[src/rtl/core/pswg_pkg.sv]
package pswg_pkg;

	// sample and store geometry
	localparam int SAMPLE_W = 16;
	localparam int MAX_DELAY = 4096;
	localparam int ADDR_W = $clog2(MAX_DELAY);
	localparam int LEN_W = ADDR_W + 1;

	// register widths
	localparam int GAIN_W = 17;
	localparam int PICK_W = 29;
	localparam int BODY_W = 15;
	localparam int FRAC_W = 16;
	localparam int OI_W = PICK_W - FRAC_W;
	localparam int AP_W = 18;

	// stream and config ports
	localparam int IN_POS_W = 12;
	localparam int IN_DATA_W = 32;
	localparam int IN_USED_W = IN_POS_W + SAMPLE_W;
	localparam int CFG_ADDR_W = 3;
	localparam int CFG_DATA_W = 29;

	// shared multiplier
	localparam int MA_W = 34;
	localparam int MB_W = 18;
	localparam int PROD_W = MA_W + MB_W;
	localparam int RND_W = PROD_W - FRAC_W + 1;

	localparam logic [LEN_W-1:0] LEN_MIN = LEN_W'(4);
	localparam logic [LEN_W-1:0] LEN_MAX = LEN_W'(MAX_DELAY);
	localparam logic [LEN_W-1:0] LEN_RESET = LEN_W'(100);
	localparam logic [GAIN_W-1:0] Q_ONE = GAIN_W'(65536);
	localparam logic [GAIN_W-1:0] DECAY_RESET = GAIN_W'(65503);
	localparam logic [BODY_W-1:0] BODY_MAX = BODY_W'(19661);
	localparam logic [PICK_W-1:0] PICK_MAX = PICK_W'(268435456);

	localparam logic [CFG_ADDR_W-1:0] CFG_DELAY_LENGTH = 3'd0;
	localparam logic [CFG_ADDR_W-1:0] CFG_DECAY_GAIN = 3'd1;
	localparam logic [CFG_ADDR_W-1:0] CFG_DAMPING_COEF = 3'd2;
	localparam logic [CFG_ADDR_W-1:0] CFG_ALLPASS_COEF = 3'd3;
	localparam logic [CFG_ADDR_W-1:0] CFG_PICKUP_OFFSET = 3'd4;
	localparam logic [CFG_ADDR_W-1:0] CFG_BODY_GAIN = 3'd5;
	localparam logic [CFG_ADDR_W-1:0] CFG_OUTPUT_GAIN = 3'd6;

	localparam logic ACTION_LOAD = 1'b1;

	typedef enum logic [4:0] {
		OP_NONE,
		OP_CLEAR,
		OP_CAPTURE,
		OP_LOAD,
		OP_READ_X,
		OP_DAMP_MUL,
		OP_DAMP,
		OP_DECAY_MUL,
		OP_DECAY,
		OP_AP1_MUL,
		OP_AP1,
		OP_AP2_MUL,
		OP_AP2,
		OP_WRITE,
		OP_READ_P1,
		OP_READ_P2,
		OP_READ_B,
		OP_PICK_MUL,
		OP_PICK,
		OP_BODY_MUL,
		OP_SUM,
		OP_OUT_MUL,
		OP_OUT
	} op_t;

	typedef enum logic [4:0] {
		ST_CLEAR,
		ST_IDLE,
		ST_LOAD,
		ST_READ_X,
		ST_DAMP_MUL,
		ST_DAMP,
		ST_DECAY_MUL,
		ST_DECAY,
		ST_AP1_MUL,
		ST_AP1,
		ST_AP2_MUL,
		ST_AP2,
		ST_WRITE,
		ST_READ_P1,
		ST_READ_P2,
		ST_READ_B,
		ST_PICK_MUL,
		ST_PICK,
		ST_BODY_MUL,
		ST_SUM,
		ST_OUT_MUL,
		ST_OUT
	} state_t;

	typedef struct packed {
		logic clear_last;
		logic rem_done;
		logic ap_on;
		logic out_free;
	} dp_status_t;

endpackage

[src/rtl/core/pswg_ctrl.sv]
module pswg_ctrl (
	input  logic                  clk,
	input  logic                  arst_n,
	input  logic                  in_valid,
	input  logic                  in_action,
	input  pswg_pkg::dp_status_t  status,
	output logic                  in_ready,
	output pswg_pkg::op_t         op
);
	import pswg_pkg::*;

	state_t state_q;
	state_t state_next;

	always_ff @(posedge clk or negedge arst_n) begin
		if (!arst_n) begin
			state_q <= ST_CLEAR;
		end else begin
			state_q <= state_next;
		end
	end

	always_comb begin
		state_next = state_q;
		case (state_q)
			ST_CLEAR: begin
				if (status.clear_last) begin
					state_next = ST_IDLE;
				end
			end
			ST_IDLE: begin
				if (in_valid) begin
					state_next = (in_action == ACTION_LOAD) ? ST_LOAD : ST_READ_X;
				end
			end
			ST_LOAD: state_next = ST_IDLE;
			ST_READ_X: state_next = ST_DAMP_MUL;
			ST_DAMP_MUL: state_next = ST_DAMP;
			ST_DAMP: state_next = ST_DECAY_MUL;
			ST_DECAY_MUL: state_next = ST_DECAY;
			ST_DECAY: state_next = status.ap_on ? ST_AP1_MUL : ST_WRITE;
			ST_AP1_MUL: state_next = ST_AP1;
			ST_AP1: state_next = ST_AP2_MUL;
			ST_AP2_MUL: state_next = ST_AP2;
			ST_AP2: state_next = ST_WRITE;
			// hold until the pickup offset modulo is ready
			ST_WRITE: begin
				if (status.rem_done) begin
					state_next = ST_READ_P1;
				end
			end
			ST_READ_P1: state_next = ST_READ_P2;
			ST_READ_P2: state_next = ST_READ_B;
			ST_READ_B: state_next = ST_PICK_MUL;
			ST_PICK_MUL: state_next = ST_PICK;
			ST_PICK: state_next = ST_BODY_MUL;
			ST_BODY_MUL: state_next = ST_SUM;
			ST_SUM: state_next = ST_OUT_MUL;
			ST_OUT_MUL: state_next = ST_OUT;
			ST_OUT: begin
				if (status.out_free) begin
					state_next = ST_IDLE;
				end
			end
			default: state_next = ST_IDLE;
		endcase
	end

	always_comb begin
		in_ready = 1'b0;
		op = OP_NONE;
		case (state_q)
			ST_CLEAR: op = OP_CLEAR;
			ST_IDLE: begin
				in_ready = 1'b1;
				op = in_valid ? OP_CAPTURE : OP_NONE;
			end
			ST_LOAD: op = OP_LOAD;
			ST_READ_X: op = OP_READ_X;
			ST_DAMP_MUL: op = OP_DAMP_MUL;
			ST_DAMP: op = OP_DAMP;
			ST_DECAY_MUL: op = OP_DECAY_MUL;
			ST_DECAY: op = OP_DECAY;
			ST_AP1_MUL: op = OP_AP1_MUL;
			ST_AP1: op = OP_AP1;
			ST_AP2_MUL: op = OP_AP2_MUL;
			ST_AP2: op = OP_AP2;
			ST_WRITE: op = OP_WRITE;
			ST_READ_P1: op = OP_READ_P1;
			ST_READ_P2: op = OP_READ_P2;
			ST_READ_B: op = OP_READ_B;
			ST_PICK_MUL: op = OP_PICK_MUL;
			ST_PICK: op = OP_PICK;
			ST_BODY_MUL: op = OP_BODY_MUL;
			ST_SUM: op = OP_SUM;
			ST_OUT_MUL: op = OP_OUT_MUL;
			ST_OUT: op = status.out_free ? OP_OUT : OP_NONE;
			default: op = OP_NONE;
		endcase
	end

endmodule

[config.mk]
export PLATFORM = sky130hd
export DESIGN_NAME = pswg_ctrl
export DESIGN_NICKNAME = d
export VERILOG_FILES = /design/src/rtl/core/pswg_pkg.sv /design/src/rtl/core/pswg_ctrl.sv
export SDC_FILE = /design/constraint.sdc
export NUM_CORES = 1
export LEC_CHECK = 0
export ABC_AREA = 1
export BUFFER_PORTS_ARGS = -buffer_cell sky130_fd_sc_hd__buf_2
export CAP_MARGIN = 15
export CORE_AREA = 3 3 42 44
export CTS_BUF_LIST = sky130_fd_sc_hd__clkbuf_2
export CTS_CLUSTER_SIZE = 8
export DETAILED_ROUTE_END_ITERATION = 12
export DIE_AREA = 0 0 45 47
export PLACE_DENSITY = 0.67
export SLEW_MARGIN = 20
export SYNTH_ARGS = -nofsm -noshare
export SYNTH_HDL_FRONTEND = slang
export SYNTH_SLANG_ARGS = --single-unit
[constraint.sdc]
create_clock -name clk -period 3.85 [get_ports clk]
set_clock_uncertainty 0.2 [all_clocks]
set_input_delay 0.5775 -clock clk [delete_from_list [all_inputs] [get_ports clk]]
set_output_delay 0.5775 -clock clk [all_outputs]
set_load 0.1 [all_outputs]
==> results.json <==
{
  "fin_area_um2": 752,
  "start_util_pct": 44.6,
  "setup_viol": 0,
  "postPlaceCellArea_um2": 722,
  "hold_path_class": "input port to flop",
  "wl_um": 1990,
  "largestRegisters": "state_q (5)",
  "area_growth_pct": 14.7,
  "drt_first_pass_iters": 5,
  "start_kind": "flop",
  "cts_hold_buf": 1,
  "mostFrequentLayoutCells": "nand2_1 (37), nor2_1 (24), inv_1 (15), nand3_1 (13), buf_2 (13)",
  "hpwl_um": 1540,
  "viasPerCell": 5.55,
  "grt_overflow_total": 0,
  "largest_register_ffs": 5,
  "yosysWarningCount": 0,
  "crit_required_ns": 3.07,
  "gp_congestion": 0.938,
  "clockRootBuffer": "clkbuf_2",
  "worst_slack_ns": 0.998,
  "grtUsageMet3_pct": 4.21,
  "postCtsSetupBuffers": 0,
  "setup.worst_path.end_class": "output port",
  "std_cell_rows": 14,
  "grt_pass1_wl_um": 3370,
  "postSynthAreaPerCell_um2": 5.29,
  "grt-busiest-layer": "met2",
  "ys_ff_latch": 5,
  "wire_per_inst_um": 12.8,
  "die_area_um2": 2120,
  "vias": 866,
  "cts_buffers": 3,
  "drc_errors": 0,
  "cts_resized": 0,
  "mostFrequentLayoutCell": "nand2_1",
  "coreArea_um2": 1470,
  "run_status": "finished clean",
  "io_buffers": 13,
  "crit_slowest_cell": "dfrtp_1",
  "finish.net_count": 149,
  "cts.htree.levels": 1,
  "period_share_pct": 74.1,
  "critPathTopFamily": "simple AND/OR/NAND/NOR gates",
  "place_ws_ns": 1.30,
  "ant_nets": 0,
  "cap_violations": 0,
  "ys_seq_area_share_pct": 19.1,
  "antenna_found_initial": 0,
  "cts_tree": "done",
  "grt.met2_usage_pct": 33.3,
  "slew_headroom_pct": 67.7,
  "grtUsageMet1_pct": 29.0,
  "antenna_cells": 0,
  "cts.clk_slew.worst_paths_ns": 0.07,
  "fmax_mhz": 351,
  "synth_cell_types": 18,
  "fin_tns_setup_ns": 0,
  "clk_latency_ns": 0.23,
  "grt_use_total_pct": 22.1,
  "worstPathCellList": "nor2_1 -> nand3_1 -> o21ai_0 -> a211oi_1 -> nand4_1 -> buf_2",
  "crit_buf_inv": 1,
  "cts.sinks": 5,
  "rsz0062_at_grt": "no",
  "cts_max_path_buffers": 2,
  "worst-path-max-fanout": 7,
  "finalCriticalPeriod_ns": 2.85,
  "critPathArrivalTime_ns": 2.07,
  "synthCells": 124,
  "top_register": "state_q",
  "grt_max_degree": 13,
  "die_y_um": 47,
  "synth_nets": 132,
  "grt_pass1_vias": 746,
  "syn_area_um2": 656,
  "fp.dieW_um": 45,
  "critPathMaxStageDelay_ns": 0.48,
  "ios": 14,
  "drtIter0Drc": 60,
  "drive_gt1_share_pct": 17.1,
  "worstSetupPathType": "flop to output port",
  "worst_slew_pin_slew_ns": 0.487,
  "drv_slew": 0,
  "hold_viol": 0
}
cell usage after synthesis:
cell	count	area [um2]
dfrtp_1	5	125
nand4_1	7	43.8
o211ai_1	1	7.51
nand3_1	13	65.1
nor2_2	3	18.8
or2_0	1	6.26
buf_6	1	11.3
buf_4	1	7.51
nor3_1	3	15.0
o21ai_0	4	20.0
nand2_2	2	12.5
a211oi_1	1	7.51
o31ai_1	1	7.51
inv_2	2	7.51
nand2_1	37	139
inv_1	15	56.3
nor2_1	24	90.1
a21oi_1	3	15.0
routing by layer:
| layer | part of all wire [%] | up-vias |
|---|---|---|
| li1 | - | 432 |
| met1 | 39 | 359 |
| met2 | 47 | 67 |
| met3 | 11 | 8 |
| met4 | 3.7 | 0 |
| met5 | 0 | - |
final cells by class:
| cell class | instances | area (um2) |
|---|---|---|
| Fill cell | 161 | 719 |
| Multi-Input combinational cell | 100 | 448 |
| Sequential cell | 5 | 125 |
| Timing Repair Buffer | 14 | 75.1 |
| Inverter | 17 | 63.8 |
| Clock buffer | 4 | 20.0 |
| Tap cell | 16 | 20.0 |
stage by stage:
step	util [%]	hold slack (ns)	cells
6_report	51.1	0.456	156
5_1_grt	51.1	0.459	156
4_1_cts	51.1	0.449	156
3_5_place_dp	49.1	0.193	151
3_3_place_gp	49.1	0.191	151
2_1_floorplan	-	0.0819	124
cells by family after synthesis:
logic type	Yosys count	synth area share, %
flops	5	19.1
simple gates	90	59.5
buf+inv	19	12.6
compound gates	10	8.78
worst paths after layout:
kind | start | endpoint | slack [ns] | cells past startpoint
setup / recovery | state_q[3] | op[1] | 1.0 | 6
hold / removal | status[0] | state_q[4] | 0.46 | 4
setup reg to reg | state_q[4] | state_q[0] | 1.99 | 9
hold reg to reg | state_q[2] | state_q[2] | 0.54 | 2
max in group asynchronous | arst_n | state_q[2] | 2.78 | 2
min in group asynchronous | arst_n | state_q[1] | 0.52 | 2
worst reg2reg max path, cell delays in order (launching register included):
cell,delay [ns]
dfrtp_1,0.55
inv_1,0.20
nand3_1,0.14
nor2_1,0.07
nor2_1,0.09
nand2_1,0.06
nor2_1,0.14
nand3_1,0.09
nor2_1,0.14
nor2_1,0.05
Power is not shown: default switching activity piles up to over one toggle a cycle in this logic, so the estimate is an artifact.
